File: config.mk
export PLATFORM = sky130hd
export DESIGN_NAME = mtdl_front
export DESIGN_NICKNAME = d
export VERILOG_FILES = /design/src/rtl/core/mtdl_pkg.sv /design/src/rtl/core/mtdl_front.sv
export SDC_FILE = /design/constraint.sdc
export NUM_CORES = 1
export LEC_CHECK = 0
export BUFFER_PORTS_ARGS = -buffer_cell sky130_fd_sc_hd__buf_2
export CAP_MARGIN = 20
export CORE_ASPECT_RATIO = 1.2
export CORE_MARGIN = 3
export CORE_UTILIZATION = 25
export DETAILED_ROUTE_END_ITERATION = 6
export PLACE_DENSITY = 0.64
export SYNTH_ARGS = -nofsm -noshare
export SYNTH_HDL_FRONTEND = slang
export SYNTH_SLANG_ARGS = --single-unit
File: constraint.sdc
create_clock -name vclk -period 5
set_input_delay 0.25 -clock vclk [all_inputs]
set_output_delay 0.25 -clock vclk [all_outputs]
set_load 0.02 [all_outputs]
File: src/rtl/core/mtdl_pkg.sv
// Shared types and constants for the multipath tapped delay line core.
// Depends on nothing; every other file of the core but mtdl_ram imports it.
`default_nettype none

package mtdl_pkg;

    localparam int SAMPLE_W    = 16;
    localparam int GAIN_W      = 16;
    localparam int DELAY_W     = 6;
    localparam int OUT_W       = 20;
    localparam int FRAC_W      = 14;
    localparam int PATH_SLOTS  = 4;
    localparam int HIST_DEPTH  = 64;
    localparam int HIST_AW     = $clog2(HIST_DEPTH);
    localparam int PROD_W      = GAIN_W + 1 + SAMPLE_W;
    localparam int SUM_W       = PROD_W + 2;
    localparam int CFG_W       = 16;
    localparam int CFG_IDX_W   = 4;
    localparam int QUEUE_DEPTH = 4;
    localparam int QUEUE_AW    = $clog2(QUEUE_DEPTH);

    typedef enum logic [CFG_IDX_W-1:0] {
        REG_GAIN0  = 4'd0,
        REG_GAIN1  = 4'd1,
        REG_GAIN2  = 4'd2,
        REG_GAIN3  = 4'd3,
        REG_DELAY0 = 4'd4,
        REG_DELAY1 = 4'd5,
        REG_DELAY2 = 4'd6,
        REG_DELAY3 = 4'd7
    } cfg_reg_t;

    typedef logic [PATH_SLOTS-1:0][GAIN_W-1:0]  gain_arr_t;
    typedef logic [PATH_SLOTS-1:0][DELAY_W-1:0] delay_arr_t;

    typedef struct packed {
        logic signed [SAMPLE_W-1:0] sample;
        logic                       last_item;
        logic [DELAY_W-1:0]         flush_len;
    } item_t;

endpackage

`default_nettype wire

File: src/rtl/core/mtdl_front.sv
// Front end: takes input beats, works out the tail flush length of a final
// sample and hands the classified item to the queue. Uses mtdl_pkg.
`default_nettype none

module mtdl_front (
    input  wire logic                             in_valid,
    output logic                                  in_stall,
    input  wire logic signed [15:0]               sample_in,
    input  wire logic                             final_sample,
    input  wire mtdl_pkg::delay_arr_t             delay,
    input  wire logic                             q_full,
    output logic                                  q_push,
    output mtdl_pkg::item_t                       q_item
);

    import mtdl_pkg::*;

    logic [DELAY_W-1:0] max_delay;

    // Unused paths arrive with a delay of zero, so they never lengthen the tail.
    always_comb
    begin
        max_delay = '0;
        for (int p = 0; p < PATH_SLOTS; p++)
        begin
            if (delay[p] > max_delay)
            begin
                max_delay = delay[p];
            end
        end
    end

    assign in_stall = q_full;
    assign q_push   = in_valid && !q_full;

    always_comb
    begin
        q_item.sample    = sample_in;
        q_item.last_item = final_sample;
        q_item.flush_len = final_sample ? max_delay : '0;
    end

endmodule

`default_nettype wire

; ---- Word level (Yosys, flattened, before mapping)
; Index checks and enable logic that the tools add are counted.
; Widths: inputs -> output; s select.
[totals]
wordCells = 11
ramBits = 0
ff_bits = 0
romBits = 0
output_inout_bits = 25
inputBits = 43
memories = 0
latchBits = 0
[op_classes]
eq_ne = 0
magnitude_cmp = 4
add_sub_neg = 0
n_mux = 5
n_div = 0
bitwise = 0
reduce_logical = 2
mul = 0
shifts = 0
[ops]
columns = cell, count
row1 = $mux 6, 5
row2 = $gt 6x6->1, 3
row3 = $gt 6x1->1 const B, 1
row4 = $logic_and 1x1->1, 1
row5 = $logic_not 1->1, 1

; ---- Longest topological paths before layout
[logic_depth]
ltp_word = 9
depth_mapped = 21
depth_no_buf = 19

; ---- Worst setup path after synthesis
; OpenSTA, ideal clock, no wires.
[synth_path]
kind = input -> output
start = in delay[3] (netlist name)
end = out q_item[0] (netlist name)
arrival_ps = 4314
n_path_buf = 2
slack_ps = 436
stages = 19
required_ps = 4750
cell_sequence = inv_1 ha_1 nand4_1 clkbuf_1 nor2_1 a31o_2 a21oi_1 ha_1 and4_4 buf_6 o21a_4 o31a_4 o41ai_2 ha_1 and4_1 o21a_1 o31ai_1 nand2_1 o31ai_1
[synth_rtl]
columns = item, line
row1 = start: declaration, mtdl_front.sv:10  ; input wire mtdl_pkg::delay_arr_t delay,
row2 = end: declaration, mtdl_front.sv:13  ; output mtdl_pkg::item_t q_item

==> results by group <==
Worst setup path
  • CP bufs+invs: 3
  • CP max stage delay: 0.41 ns
  • Crit path cell chain: buf_2 -> inv_1 -> ha_1 -> nand4_1 -> o21bai_4 -> a31o_2 -> a21oi_1 -> ha_1 -> and4_4 -> o21a_4 -> o31a_4 -> o41ai_4 -> ha_1 -> and4_1 -> o21a_1 -> o31ai_2 -> nand2_2 -> o31ai_1 -> buf_2
  • Cell family with most CP delay: compound AO/OA/AOI/OAI gates
  • Crit path depth: 19
  • Crit path kind: input pin to primary output
  • Crit end category: primary output
  • Crit Path Max Fanout: 9
  • Req. time, crit path: 4.75 ns
  • Arrival @ worst endpoint: 4.45 ns
  • Most frequent CP cell: ha_1
  • Slowest-stage cell, CP: o41ai_4
  • Critical Path Source Type: input pin

Power and ir drop
  • Static Leakage: 0.0005573 uW
  • NetSw: 124.4 uW
  • Combinational share of power: 100.0%
  • Worst IR Drop VDD: 0.03880 mV
  • Sw Ratio: 56.91%
  • Internal power: 94.20 uW
  • Sequential Power Share: 0%
  • Cell Pwr Density: 184.9 nW/um^2
  • Clk pwr share: 0%

Floorplanning
  • Die X: 64.23 microns
  • I/O pin count: 68
  • Die area: 4873 sq um
  • Core Area: 3784 sq um
  • Die H: 75.88 microns
  • Std-Cell Rows: 24
  • Initial Util: 26.88%

Finish
  • Clock buffer count: 0
  • Register Area: 0 sq um
  • Antenna diodes: 0
  • Share of layout cells above drive strength 1: 35.95%
  • Fill count: 425
  • Sequential cells: 0
  • Final #Nets: 216
  • Multi-input gate area: 873.3 sq um
  • Layout area overhead: 16.24%

Global routing
  • First-pass GRT wire length: 4229 microns
  • GRT met3 Usage: 1.622%
  • Initial antenna violation count: 0
  • Vias in the first global route: 969
  • Global-route congestion overflow total: 0
  • All-Layer GR Usage: 10.30%
  • Largest net degree at the start of global routing: 13
  • GRT met1 Usage: 13.81%
  • GRT busiest layer: met2
  • GR Layer Usage met2: 17.11%

Placed design
  • I/O Buffers: 36
  • Routability cong.: 0.8077
  • Dpl ws: 0.04843 ns
  • Final HPWL DP: 2252 microns

Yosys
  • Netlist cell types: 33
  • Syn_area_per_cell: 7.318 sq um
  • Mapped Cells: 139
  • Net count after synthesis: 200
  • Synth Warn #: 0
  • Mapped Area: 1017 sq um
  • Sequential cell area fraction in the yosys report: 0%

Min path
  • Worst Hold Class: input pin to primary output
  • Hold EP: q_item[10]
  • Hold Path Depth: 0
  • Hold Path Origin: sample_in[3]

Timing
  • Max Fclk: 212.6 MHz
  • Worst slew pin tran: 0.4291 ns
  • Setup_tns: 0 ns
  • Final hold vios: 0
  • Tmin final: 4.704 ns
  • Relative slew slack: 71.15%
  • Final Cycle Share: 94.07%
  • RSZ-0062 raised after global routing: no
  • Final setup viols: 0
  • Fin worst setup slack: 0.2963 ns
  • Slew Viols, Final: 0

Run
  • Max Cap Viol: 0

Routing
  • Starting DRT DRC Count: 15
  • Drt total wl: 2623 microns
  • DRC viols: 0
  • Final antenna-violating net count: 0
  • Via Count: 1041
  • Avg Vias per Cell: 5.078
  • Pre-antenna DRT Iters: 4
  • WL/cell: 12.80 microns

Run status
  • Outcome: finished, final reports clean

Clocking
  • Post-CTS Hold Buffers: 0
  • PostCTS Resize Cnt: 0
  • Postcts setup bufs: 0
## cell usage after synthesis
cell | count | area share (%)
a211oi_1 | 2 | 1.5
a21boi_1 | 1 | 0.74
a21o_1 | 1 | 0.74
a21oi_1 | 13 | 6.4
a311oi_1 | 1 | 0.86
a31o_2 | 1 | 0.86
a31oi_1 | 5 | 3.1
and2_1 | 1 | 0.62
and2_2 | 1 | 0.74
and4_1 | 6 | 5.2
and4_4 | 1 | 1.1
buf_1 | 1 | 0.37
buf_2 | 1 | 0.49
buf_4 | 18 | 13
buf_6 | 1 | 1.1
clkbuf_1 | 5 | 1.8
ha_1 | 18 | 22
inv_1 | 9 | 3.3
nand2_1 | 9 | 3.3
nand3_1 | 3 | 1.5
nand4_1 | 1 | 0.62
nor2_1 | 3 | 1.1
nor2b_1 | 4 | 2.5
nor3_1 | 5 | 2.5
o21a_1 | 1 | 0.74
o21a_4 | 1 | 1.5
o21ai_0 | 6 | 3.0
o21ai_1 | 5 | 2.5
o21bai_1 | 1 | 0.74
o311a_1 | 1 | 0.98
o31a_4 | 1 | 1.7
o31ai_1 | 7 | 5.2
o41ai_2 | 5 | 8.0
## cells by family (layout without fill, tap and decap cells)
family                     after synthesis  in the layout  synth area share, %
AOI/OAI and AO/OA                       52             52                38.38
buffers and inverters                   35             49                20.42
and+or+nand+nor                         34             34                19.06
adders and majority gates               18             18                22.14
## stage by stage
stage          hold WS, ns  util (%)  power, uW  instances  instance area (sq um)
2_1_floorplan       0.5781         -      166.3        139                   1017
4_1_cts             0.5001     29.56      203.0        205                   1119
6_report            0.5000     31.25      218.6        205                   1182
3_5_place_dp        0.5001     29.56      202.1        205                   1119
5_1_grt             0.5000     31.25      245.1        205                   1182
3_3_place_gp        0.5001     29.56      201.4        205                   1119
## power by group through the flow
stage,clock (uW),combinational (uW),sequential (uW)
3_5_place_dp,0,202,0
2_1_floorplan,0,166,0
3_3_place_gp,0,201,0
6_report,0,219,0
5_1_grt,0,245,0
4_1_cts,0,203,0
## cell type report
cell class                 instances  area share [%]
tap                               52           5.503
multi-input combinational        104           73.86
timing repair buffer              40           17.78
inverter                           9           2.857
## how the worst max path moves through the flow
stage	start	endpoint	slack, ns
2_1_floorplan	delay[3]	q_item[0]	0.44
3_3_place_gp	delay[1]	q_item[0]	0.11
3_5_place_dp	delay[1]	q_item[0]	0.05
4_1_cts	delay[1]	q_item[0]	0.03
5_1_grt	delay[5]	q_item[0]	0.03
6_report	delay[5]	q_item[0]	0.30
## per-layer routing
layer	up-vias	share of wire (%)
li1	539	-
met1	467	44
met2	28	47
met3	7	6.4
met4	0	2.7
met5	-	0
## cells in the final DEF, fill, tap and decap left out, types with 2 or more instances in the layout
cell type  netlist  final
and4_1           6      6
o21ai_0          6      6
buf_4           18      4
inv_1            9      9
nor2_1           3      3
o41ai_2          5      2
ha_1            18     18
nor2b_1          4      4
a211oi_1         2      2
a21oi_1         13     13
nand2_1          9      8
a31oi_1          5      4
o21ai_1          5      5
o31ai_1          7      6
buf_2            1     36
o41ai_4          0      3
nand3_1          3      2
nor3_1           5      5
Power figures use the tool's default switching activity.
