$ cat src/rtl/core/mtdl_pkg.sv
// Shared types and constants for the multipath tapped delay line core.
// Depends on nothing; every other file of the core but mtdl_ram imports it.
`default_nettype none

package mtdl_pkg;

    localparam int SAMPLE_W    = 16;
    localparam int GAIN_W      = 16;
    localparam int DELAY_W     = 6;
    localparam int OUT_W       = 20;
    localparam int FRAC_W      = 14;
    localparam int PATH_SLOTS  = 4;
    localparam int HIST_DEPTH  = 64;
    localparam int HIST_AW     = $clog2(HIST_DEPTH);
    localparam int PROD_W      = GAIN_W + 1 + SAMPLE_W;
    localparam int SUM_W       = PROD_W + 2;
    localparam int CFG_W       = 16;
    localparam int CFG_IDX_W   = 4;
    localparam int QUEUE_DEPTH = 4;
    localparam int QUEUE_AW    = $clog2(QUEUE_DEPTH);

    typedef enum logic [CFG_IDX_W-1:0] {
        REG_GAIN0  = 4'd0,
        REG_GAIN1  = 4'd1,
        REG_GAIN2  = 4'd2,
        REG_GAIN3  = 4'd3,
        REG_DELAY0 = 4'd4,
        REG_DELAY1 = 4'd5,
        REG_DELAY2 = 4'd6,
        REG_DELAY3 = 4'd7
    } cfg_reg_t;

    typedef logic [PATH_SLOTS-1:0][GAIN_W-1:0]  gain_arr_t;
    typedef logic [PATH_SLOTS-1:0][DELAY_W-1:0] delay_arr_t;

    typedef struct packed {
        logic signed [SAMPLE_W-1:0] sample;
        logic                       last_item;
        logic [DELAY_W-1:0]         flush_len;
    } item_t;

endpackage

`default_nettype wire

$ cat src/rtl/core/mtdl_queue.sv
// Short register queue between the front end and the back end.
// Uses mtdl_pkg for the item type and depth.
`default_nettype none

module mtdl_queue (
    input  wire logic            clk,
    input  wire logic            rst_n,
    input  wire logic            push,
    input  wire mtdl_pkg::item_t push_item,
    output logic                 full,
    input  wire logic            pop,
    output logic                 valid,
    output mtdl_pkg::item_t      head
);

    import mtdl_pkg::*;

    item_t               entry_reg [QUEUE_DEPTH];
    logic [QUEUE_AW-1:0] wr_ptr_reg;
    logic [QUEUE_AW-1:0] rd_ptr_reg;
    logic [QUEUE_AW:0]   count_reg;
    logic [QUEUE_AW:0]   count_next;
    logic                do_pop;

    assign full   = (count_reg == (QUEUE_AW+1)'(QUEUE_DEPTH));
    assign valid  = (count_reg != '0);
    assign head   = entry_reg[rd_ptr_reg];
    assign do_pop = pop && valid;

    always_comb
    begin
        count_next = count_reg;
        if (push && !do_pop)
        begin
            count_next = count_reg + 1'b1;
        end
        else if (do_pop && !push)
        begin
            count_next = count_reg - 1'b1;
        end
    end

    always_ff @(posedge clk or negedge rst_n)
    begin
        if (!rst_n)
        begin
            wr_ptr_reg <= '0;
            rd_ptr_reg <= '0;
            count_reg  <= '0;
        end
        else
        begin
            count_reg <= count_next;
            if (push)
            begin
                wr_ptr_reg <= wr_ptr_reg + 1'b1;
            end
            if (do_pop)
            begin
                rd_ptr_reg <= rd_ptr_reg + 1'b1;
            end
        end
    end

    always_ff @(posedge clk)
    begin
        if (push)
        begin
            entry_reg[wr_ptr_reg] <= push_item;
        end
    end

endmodule

`default_nettype wire

$ cat config.mk
export PLATFORM = sky130hd
export DESIGN_NAME = mtdl_queue
export DESIGN_NICKNAME = d
export VERILOG_FILES = /design/src/rtl/core/mtdl_pkg.sv /design/src/rtl/core/mtdl_queue.sv
export SDC_FILE = /design/constraint.sdc
export NUM_CORES = 1
export LEC_CHECK = 0
export BUFFER_PORTS_ARGS = -buffer_cell sky130_fd_sc_hd__buf_4
export CORE_UTILIZATION = 51
export DETAILED_ROUTE_END_ITERATION = 6
export PLACE_DENSITY = 0.72
export SYNTH_ARGS = -nofsm -noshare
export SYNTH_HDL_FRONTEND = slang
export SYNTH_SLANG_ARGS = --single-unit
$ cat constraint.sdc
create_clock -name clk -period 1.8 [get_ports clk]
set_input_delay 0.36 -clock clk [delete_from_list [all_inputs] [get_ports clk]]
set_output_delay 0.36 -clock clk [all_outputs]
set_load 0.01 [all_outputs]
== Yosys cells after proc, flatten, opt, wreduce, memory -nomap -nowiden ==
Memories as Yosys holds them, arrays and structs flattened.
Cells that the tools add are included.
Word-level totals
  RAM bits: 92
  word-level logic and storage cells: 20
  memories: 1
  output and inout bits: 25
  register bits: 7
  bits of input ports: 27
Memory list
  entry_reg: words 4, width 23, read ports 1, clocked after Yosys merged registers in 0, write ports 1, RTL line mtdl_queue.sv:18  | item_t entry_reg [QUEUE_DEPTH];
Operators by class
  muxes and demuxes: 4
  add/sub/neg operators: 4
  equality and inequality tests: 1
  reductions and logical operators: 7
Operators with widths (number)
  $mux W3: 2
  $add A2 B1 Y2 const B: 2
  $add A3 B1 Y3 const B: 1
  $eq A3 B3 Y1 const B: 1
  $logic_and A1 B1 Y1: 3
  $reduce_bool A3 Y1: 1
  $sub A3 B1 Y3 const B: 1
  $logic_not A1 Y1: 2
  $mux W1: 2
  $reduce_bool A2 Y1: 1

== Longest topological paths before layout ==
Gate-level depths: netlist of the first run.
  depth after elaboration: 5
  depth in mapped cells: 8
  depth with buffers taken out: 8

== Least setup slack after synthesis of the first run ==
Ideal clock, no wire load.
  path kind: reg-to-reg
  start point: reg count_reg[0]
  end point: reg count_reg[2]
  arrival: 1952 ps
  data required time: 1721 ps
  setup slack: -232 ps
  clock period less this slack: 2032 ps
  stages on the path, launching flop included: 9
  setup time: 79 ps
  cell sequence: dfrtp_1 -> or3_1 -> nand2_1 -> ha_1 -> inv_1 -> fa_1 -> xor2_1 -> nor2_1 -> xor2_1
Between the ends
  longest elaborated chain between the ends: 5
  elaborated cells on any way between the ends: 10
  those cells by class: add/sub (2); mux (2); reduce/logical (6)
Ends and longest elaborated chain
  start, declared: RTL line mtdl_queue.sv:21  | logic [QUEUE_AW:0] count_reg;
  start signal, assigned: RTL line mtdl_queue.sv:53  | count_reg <= count_next;
  $reduce_bool A3 Y1 *: RTL line mtdl_queue.sv:26  | assign valid = (count_reg != '0);
  net valid: RTL line mtdl_queue.sv:12  | output logic valid,
  $logic_and A1 B1 Y1 *: RTL line mtdl_queue.sv:28  | assign do_pop = pop && valid;
  $logic_not A1 Y1: RTL line mtdl_queue.sv:33  | if (push && !do_pop)
  $logic_and A1 B1 Y1: RTL line mtdl_queue.sv:33
  $mux W3 / $reduce_bool A2 Y1 (equally long branches)
The timed path passes the listed nets; every way through them passes the cells marked *. The select of a mux whose other input is x is not followed.
A chain may end at the register's enable or synchronous reset.

==> reports/summary.md, run 1 <==
* final hold violations: 0
* ratio of routed vias to standard cells: 5.29
* clock tree buffer depth: 2
* die footprint: 7720 um2
* part of the power in the clock network: 17.9%
* combinational family with the most area after synthesis: multiplexers
* switching power summed over all nets: 2.26 mW
* Crit path largest cell delay: 0.53 ns
* Flop pwr share: 42.0%
* routed length per instance: 19.4 um
* overall power of the completed layout: 7.61 mW
* count of boundary I/O pins: 52
* iteration-0 DRC count of the detailed router: 129
* commonest non-fill, non-tap cell in the layout: edfxtp_1
* kind of path behind the tightest hold check: in2reg
* part of the Yosys area used for sequential elements: 78.2%
* # nets final: 271
* Largest register FFs: 92
* clock latency of the later-clocked register in the worst-skew pair: 0.36 ns
* maximum clock frequency: 0.488 GHz
* element type at the critical path end: primary output
* crit path DAT: 1.69 ns
* horizontal die dimension: 87.8 um
* run status: finished with violations
* Synthesized Nets: 188
* Pins Over Slew Limit: 0
* CTS Root Buffer Type: clkbuf_8
* Total Wirelength: 6590 um
* Mapped Area: 3760 um2
* clock sink count: 99
* required time of the critical path: 1.44 ns
* adder-cell area share of the yosys netlist: 2.20%
* area leader, netlist: edfxtp_1
* clock period minus final worst setup slack: 2.05 ns
* cell breakdown of the critical path: buf_8, mux4_2, buf_6
* count of cell types in the netlist: 20
* clock slew seen by the registers of the worst setup and hold paths: 0.10 ns
* Starting Density: 54.1%
* P_int: 5.35 mW
* number of buffers added by the clock tree synthesis step: 9
* post-synthesis cell count: 155
* maximum fanout encountered on the critical timing path: 7
* critical-path cell with the highest stage delay: mux4_2
* largest cells by area after synthesis: edfxtp_1 (74%), mux4_2 (11%), dfrtp_1 (4.7%)
* final design utilization: 68.6%
* switching part of the total power: 29.7%
* final weighted congestion in routability-driven placement: 0.682
* tightest slew margin relative to the limit: 77.4%
* DRT Pass-1 Iters: 4
* share of cells above drive strength 1: 51.0%
* share of synthesized cell area in and, or, nand and nor gates: 1.46%
* slew at the pin closest to its max-slew limit: 0.339 ns
* FP Rows: 30
* ratio of total power to cell area: 1600 nW/um2
* area fraction in compound gates after synthesis: 0.133%
* standby leakage power: 1.71 nW
* Die Span Y: 87.8 um
* remaining global-route overflow: 0
* Antenna Cells: 0
* setup violators final: 25
* antenna violations before repair: 0
* mux share of post-synthesis cell area: 14.6%
* Worst Setup Slack, final: -0.247 ns
* violations in the final reports: negative setup slack
* classification of the worst setup path: reg2out
* Yosys top cell area share: 73.5%
* half-perimeter wire length of the detailed placement result: 4360 um
* xor-xnor portion of the synthesized cell area: 1.40%
* area of the core region: 6940 um2
* Final ANT Viol Nets: 0
* most used cells in the layout excluding fill and tap cells: edfxtp_1 (92), buf_4 (45), buf_6 (28)
* routed via count: 1,793
* period utilisation layout: 114%
* remaining routing DRC violations: 0
* setup total negative slack: -5.16 ns
* H-tree levels: 3
* synthesized flop and latch total: 99
* RSZ-0062 raised after global routing: true
* Peak VDD IR: 852 uV
* overall fraction of global-route tracks in use: 19.5%
* category of the worst setup path launch point: register
* Yosys warnings: 0
* area delta synth->final: 26.7%
* wire length of the first global-routing pass: 10,600 um
* number of port buffers: 51
* TritonCTS clock tree: done
* via count of the first global-routing pass: 2,055
* count of cells along the worst register-to-register path: 8
* maximum number of pins on one net before global-route repair: 20
* synthesized area per cell: 24.2 um2
* Hold Path Depth: 1
* number of max-capacitance violations reported: 0
* worst setup skew after layout: 0.0111 ns
* portion of total power attributed to combinational logic: 40.1%
==> worst max-delay path: cells and delay by family (launching register included) <==
family | cells | cell delay, ns
mux | 1 | 0.53
buf+inv | 2 | 0.32
flops | 1 | 0.47
==> worst paths after layout <==
check                                          startpoint                         to  slack, ns
worst max register to register   count_reg[0]$_DFFE_PN0P_   count_reg[2]$_DFFE_PN0P_      -0.11
worst min-delay path                         push_item[6]  entry_reg[0][6]$_DFFE_PP_       0.19
worst min register to register  wr_ptr_reg[0]$_DFFE_PN0P_  wr_ptr_reg[0]$_DFFE_PN0P_       0.59
min in group asynchronous                           rst_n  rd_ptr_reg[1]$_DFFE_PN0P_       0.34
worst max-delay path            rd_ptr_reg[0]$_DFFE_PN0P_                    head[0]      -0.25
max in group asynchronous                           rst_n  rd_ptr_reg[0]$_DFFE_PN0P_       1.31
==> stage by stage <==
| stage | std cells | setup WS (ns) | hold slack [ns] | instance area [um2] |
|---|---|---|---|---|
| after floorplan | 155 | -0.0403 | 0.0644 | 3790 |
| after global routing | 339 | -0.314 | 0.171 | 4760 |
| after global placement | 313 | 0.0180 | 0.176 | 4390 |
| after CTS | 340 | -0.288 | 0.178 | 4800 |
| after detailed placement | 313 | -0.0859 | 0.183 | 4390 |
| final | 339 | -0.247 | 0.189 | 4760 |
==> logic make-up (layout without fill, tap and decap cells) <==
group,after synthesis,count (layout)
compound gates,1,1
xor+xnor,6,6
fa+ha+maj,6,6
buf+inv,9,97
flops,99,99
mux,24,24
simple gates,10,10
==> per-layer routing <==
metal	share of wire, %	GRT usage [%]	vias to the layer above
met2	53	31.4	59
li1	-	-	801
met4	1.6	9.54	0
met5	0	0	-
met1	41	25.2	918
met3	4.9	4.90	15
==> power groups by stage <==
stage	sequential [mW]	clock [mW]	combinational, mW
6_report	3.19	1.36	3.05
5_1_grt	3.23	1.48	3.28
4_1_cts	3.19	1.37	3.23
3_5_place_dp	3.24	0	2.62
3_3_place_gp	3.18	0	2.52
2_1_floorplan	3.19	0	1.55
==> layout make-up <==
class | instances | area [um2]
Sequential cell | 99 | 2940
Inverter | 3 | 11.3
Fill cell | 448 | 2180
Clock buffer | 10 | 138
Timing Repair Buffer | 78 | 733
Tap cell | 96 | 120
Multi-Input combinational cell | 47 | 761
Clock inverter | 6 | 58.8
==> cell usage after synthesis, drive strengths merged <==
cell type   n
and2        4
ha          5
nor2        1
nor3b       1
nand3       1
nand2       2
xor2        3
mux2        1
or3         1
xnor2       3
o21ai       1
mux4       23
edfxtp     92
buf         6
fa          1
dfrtp       7
inv         3
==> what timing repair did <==
action                                  4_1_cts  5_1_grt
gates cloned                                  2        0
setup buffers                                 8        2
resized for setup                            35        6
hold buffers                                  1        0
endpoints found under the setup margin       26       26
pin swaps                                     3        2
endpoints found under the hold margin         7        0
(Power assumes the default switching activity.)
==> inputs of run 2 (changes only) <==
Settings changed: CAP_MARGIN from default to 5, CORE_MARGIN from default to 3, RECOVER_POWER from default to 50.
==> reports/summary.md, run 2 (synthesis gave the netlist of run 1 again) <==
* number of buffers added by the clock tree synthesis step: 9
* worst setup skew after layout: 0.00864 ns
* critical-path cell with the highest stage delay: mux4_2
* maximum fanout encountered on the critical timing path: 7
* Starting Density: 53.8%
* overall fraction of global-route tracks in use: 15.5%
* Top Usage Layer GRT: met2
* met1 global-route usage: 19.2%
* part of the power in the clock network: 19.6%
* maximum clock frequency: 0.498 GHz
* Largest register FFs: 92
* violations in the final reports: negative setup slack
* worst setup slack after placement: -0.171 ns
* element type at the critical path end: primary output
* ratio of total power to cell area: 1630 nW/um2
* TritonCTS clock tree: done
* Die Span Y: 91.8 um
* final hold slack: 0.261 ns
* Peak VDD IR: 845 uV
* final design utilization: 67.0%
* maximum number of pins on one net before global-route repair: 20
* iteration-0 DRC count of the detailed router: 99
* die footprint: 8440 um2
* Antenna Cells: 0
* area delta synth->final: 24.5%
* Crit path largest cell delay: 0.53 ns
* most used cells in the layout excluding fill and tap cells: edfxtp_1 (92), buf_6 (27), buf_4 (24), clkbuf_1 (24), mux4_2 (23)
* share of cells above drive strength 1: 40.7%
* Flop pwr share: 41.9%
* switching part of the total power: 27.7%
* combined buffer and inverter count along the critical path: 2
* setup violators final: 25
* setup total negative slack: -4.27 ns
* clock sink count: 99
* Filler cells: 467
* GR met2 Demand/Resource: 26.9%
* half-perimeter wire length of the detailed placement result: 4300 um
* FP Rows: 30
* slew at the pin closest to its max-slew limit: 0.411 ns
* cell breakdown of the critical path: buf_8, mux4_2, buf_6
* count of boundary I/O pins: 52
* number of port buffers: 51
* CTS Root Buffer Type: clkbuf_8
* clock tree buffer depth: 2
* antenna violations before repair: 0
* RSZ-0062 raised after global routing: true
* cell area after layout: 4680 um2
* cell area after placement: 4410 um2
* run status: finished with violations
* M3 GR Usage: 3.45%
* crit path DAT: 1.65 ns
* Hold Path Depth: 2
* H-tree levels: 3
* Total Wirelength: 6070 um
* clock slew seen by the registers of the worst setup and hold paths: 0.09 ns
* switching power summed over all nets: 2.11 mW
* kind of path behind the tightest hold check: in2reg
* DRT Pass-1 Iters: 4
* remaining global-route overflow: 0
* remaining routing DRC violations: 0
* commonest non-fill, non-tap cell in the layout: edfxtp_1
* routed via count: 1,746
* ratio of routed vias to standard cells: 5.15
* portion of total power attributed to combinational logic: 38.5%
* final hold violations: 0
* Pins Over Slew Limit: 0
* # nets final: 272
* period utilisation layout: 112%
* Largest delay share family, worst path: multiplexers
* via count of the first global-routing pass: 1,905
* P_int: 5.51 mW
* routed length per instance: 17.9 um
* classification of the worst setup path: reg2out
* clock latency of the later-clocked register in the worst-skew pair: 0.35 ns
* Worst Setup Slack, final: -0.207 ns
* number of max-capacitance violations reported: 0
* count of cells along the worst register-to-register path: 8
* tightest slew margin relative to the limit: 72.6%
* Final ANT Viol Nets: 0
* required time of the critical path: 1.44 ns
* wire length of the first global-routing pass: 9750 um
* final weighted congestion in routability-driven placement: 0.742
* standby leakage power: 1.64 nW
* category of the worst setup path launch point: register
* horizontal die dimension: 91.8 um
* cell depth of the worst setup path: 3
* clock period minus final worst setup slack: 2.01 ns
* area of the core region: 6980 um2
## run 2: layout make-up
cell class | count | area (um2) | share of cell area [%]
Tap cell | 96 | 120 | 2.57
Timing Repair Buffer | 79 | 639 | 13.7
Inverter | 3 | 11.3 | 0.241
Multi-Input combinational cell | 47 | 756 | 16.1
Clock inverter | 6 | 90.1 | 1.93
Sequential cell | 99 | 2940 | 62.8
Clock buffer | 9 | 124 | 2.65
## run 2: worst reg2reg max path: cells and delay by family, from the launching register on
| kind | cells | cell delay, ns |
|---|---|---|
| XOR/XNOR | 2 | 0.35 |
| AND/OR/NAND/NOR | 3 | 0.64 |
| buffers and inverters | 1 | 0.03 |
| adder cells (fa/ha/maj) | 2 | 0.46 |
| flip-flops | 1 | 0.39 |
## run 2: routing by layer
metal / part of all wire (%) / wire length [um]
met5: 0 / 0
met4: 1.5 / 88
met3: 3.9 / 237
met2: 53 / 3210
met1: 42 / 2530
## run 2: metrics by stage
step                      power [mW]  std cells
after global routing            8.01        339
after global placement          5.75        317
final                           7.62        339
after floorplan                 4.73        155
after detailed placement        5.86        317
after CTS                       7.73        337
## run 2: power by group through the flow
stage | clock, mW | sequential [mW] | combinational, mW
global placement | 0 | 3.19 | 2.56
finish | 1.49 | 3.19 | 2.93
detailed placement | 0 | 3.24 | 2.62
global route | 1.63 | 3.23 | 3.15
floorplan | 0 | 3.19 | 1.55
CTS | 1.53 | 3.20 | 3.01
## run 2: path summary, 6_finish.rpt
path | start | endpoint | slack, ns
min in group asynchronous | rst_n | count_reg[0]$_DFFE_PN0P_ | 0.44
min reg2reg | wr_ptr_reg[0]$_DFFE_PN0P_ | wr_ptr_reg[0]$_DFFE_PN0P_ | 0.54
max reg2reg | count_reg[0]$_DFFE_PN0P_ | count_reg[2]$_DFFE_PN0P_ | -0.16
max | rd_ptr_reg[0]$_DFFE_PN0P_ | head[0] | -0.21
min | push | wr_ptr_reg[0]$_DFFE_PN0P_ | 0.26
max in group asynchronous | rst_n | rd_ptr_reg[0]$_DFFE_PN0P_ | 1.05
## run 2: what timing repair did
item,4_1_cts,5_1_grt
hold buffers,1,0
endpoints found under the hold margin,7,0
pin swaps,2,3
setup endpoints to repair,26,26
setup buffers,5,3
cloned,0,0
gates resized for setup,34,1
==> inputs of run 3 (changes only) <==
Settings changed: SKIP_CTS_REPAIR_TIMING from default to 1.
==> reports/summary.md, run 3 (synthesis gave the netlist of run 1 again) <==
* DRT Pass-1 Iters: 4
* total area of sequential cells: 2940 um2
* Antenna Cells: 0
* clock sink count: 99
* run status: finished with violations
* clock tree buffer depth: 2
* violations in the final reports: negative setup slack
* dpl cells: 317
* period utilisation layout: 112%
* ratio of routed vias to standard cells: 5.16
* Register-to-Register Setup Slack: -0.15 ns
* wire length of the first global-routing pass: 9560 um
* horizontal die dimension: 91.8 um
* count of cells along the worst register-to-register path: 8
* FP Rows: 30
* Total Wirelength: 6060 um
* startpoint of the worst register-to-register path: count_reg[0]$_DFFE_PN0P_
* clock period minus final worst setup slack: 2.02 ns
* Largest register FFs: 92
* RSZ-0062 raised after global routing: true
* element type at the critical path end: primary output
* required time of the critical path: 1.44 ns
* Largest delay share family, worst path: multiplexers
* TritonCTS clock tree: done
* category of the worst setup path launch point: register
* final hold slack: 0.260 ns
* half-perimeter wire length of the detailed placement result: 4300 um
* clock latency of the later-clocked register in the worst-skew pair: 0.35 ns
* routed length per instance: 18.0 um
* number of port buffers: 51
* clock slew seen by the registers of the worst setup and hold paths: 0.09 ns
* iteration-0 DRC count of the detailed router: 101
* H-tree levels: 3
* cell breakdown of the critical path: buf_8, mux4_2, buf_6
* CTS Root Buffer Type: clkbuf_8
* launch instance of the worst min-delay path: push
* die footprint: 8440 um2
* ratio of total power to cell area: 1630 nW/um2
* cell depth of the worst setup path: 3
* antenna violations before repair: 0
* via count of the first global-routing pass: 1,860
* commonest non-fill, non-tap cell in the layout: edfxtp_1
* # nets final: 269
* number of buffers added by the clock tree synthesis step: 9
* remaining global-route overflow: 0
* number of max-capacitance violations reported: 0
* maximum fanout encountered on the critical timing path: 7
* Die Span Y: 91.8 um
* worst setup skew after layout: 0.00944 ns
* final weighted congestion in routability-driven placement: 0.742
* endpoint of the lowest-slack register-to-register path: count_reg[2]$_DFFE_PN0P_
* slew at the pin closest to its max-slew limit: 0.419 ns
* Peak VDD IR: 872 uV
* maximum clock frequency: 0.496 GHz
* crit path DAT: 1.66 ns
* overall fraction of global-route tracks in use: 15.3%
* routed via count: 1,735
* kind of path behind the tightest hold check: in2reg
* tightest slew margin relative to the limit: 72.1%
* setup violators final: 25
* Starting Density: 53.8%
* combined buffer and inverter count along the critical path: 2
* Pins Over Slew Limit: 0
* most used cells in the layout excluding fill and tap cells: edfxtp_1 (92), buf_6 (27), clkbuf_1 (24)
* classification of the worst setup path: reg2out
* share of cells above drive strength 1: 40.0%
* standby leakage power: 1.62 nW
* maximum number of pins on one net before global-route repair: 20
* Filler cells: 468
* non-filler cells in the finished layout: 336
* Final ANT Viol Nets: 0
* area of the core region: 6980 um2
* remaining routing DRC violations: 0
* Worst Setup Slack, final: -0.217 ns
* endpoint with the worst hold slack: wr_ptr_reg[0]$_DFFE_PN0P_
* Multi-input gate area: 756 um2
* Crit path largest cell delay: 0.53 ns
* count of boundary I/O pins: 52
* critical-path cell with the highest stage delay: mux4_2
* Hold Path Depth: 2
* area delta synth->final: 23.9%
* final hold violations: 0
run 3: changes by cell type in the layout (fill, tap and decap cells not counted):
cell   change
buf_4      -3
run 3: how the worst max path moves through the flow:
stage,from,endpoint
3_3_place_gp,count_reg[2]$_DFFE_PN0P_,count_reg[2]$_DFFE_PN0P_
6_report,rd_ptr_reg[0]$_DFFE_PN0P_,head[0]
4_1_cts,rd_ptr_reg[0]$_DFFE_PN0P_,head[0]
2_1_floorplan,count_reg[1]$_DFFE_PN0P_,count_reg[2]$_DFFE_PN0P_
5_1_grt,rd_ptr_reg[0]$_DFFE_PN0P_,head[0]
3_5_place_dp,count_reg[2]$_DFFE_PN0P_,count_reg[2]$_DFFE_PN0P_
run 3: worst register-to-register path: stages (launching register included):
cell     delay (ns)
dfrtp_1        0.39
or3_4          0.42
nand2_4        0.08
ha_4           0.13
inv_2          0.03
fa_2           0.33
xor2_1         0.15
nor2_1         0.14
xor2_1         0.20
run 3: area by class of cell:
class / count / area share [%]
clock buffers: 9 / 2.66
clock inverters: 6 / 1.93
inverters: 3 / 0.242
repair buffers: 76 / 13.2
multi-input cells: 47 / 16.2
flip-flops and latches: 99 / 63.1
well taps: 96 / 2.58
run 3: through the flow:
stage	instance area, um2	worst slack (ns)	total power, mW	setup TNS, ns	utilization, %
final	4660	-0.217	7.60	-4.53	66.7
after global routing	4660	-0.276	7.97	-6.01	66.7
after CTS	4620	-0.262	7.34	-5.29	66.2
after detailed placement	4410	-0.171	5.86	-0.183	63.2
after global placement	4410	0.0152	5.75	0	63.2
after floorplan	3790	-0.0403	4.73	-0.0727	-
run 3: power by group:
part	switching [mW]	internal (mW)
Clock	0.718	0.780
Sequential	0.164	3.03
Combinational	1.23	1.68
Total	2.11	5.49
run 3: routing by layer:
layer  track usage (%)  vias to the layer above  routed length [um]
li1                  -                      794                   -
met1              18.9                      887                2520
met2              26.4                       46                3240
met3              3.53                        8                 224
met4              5.69                        0                  76
met5                 0                        -                   0
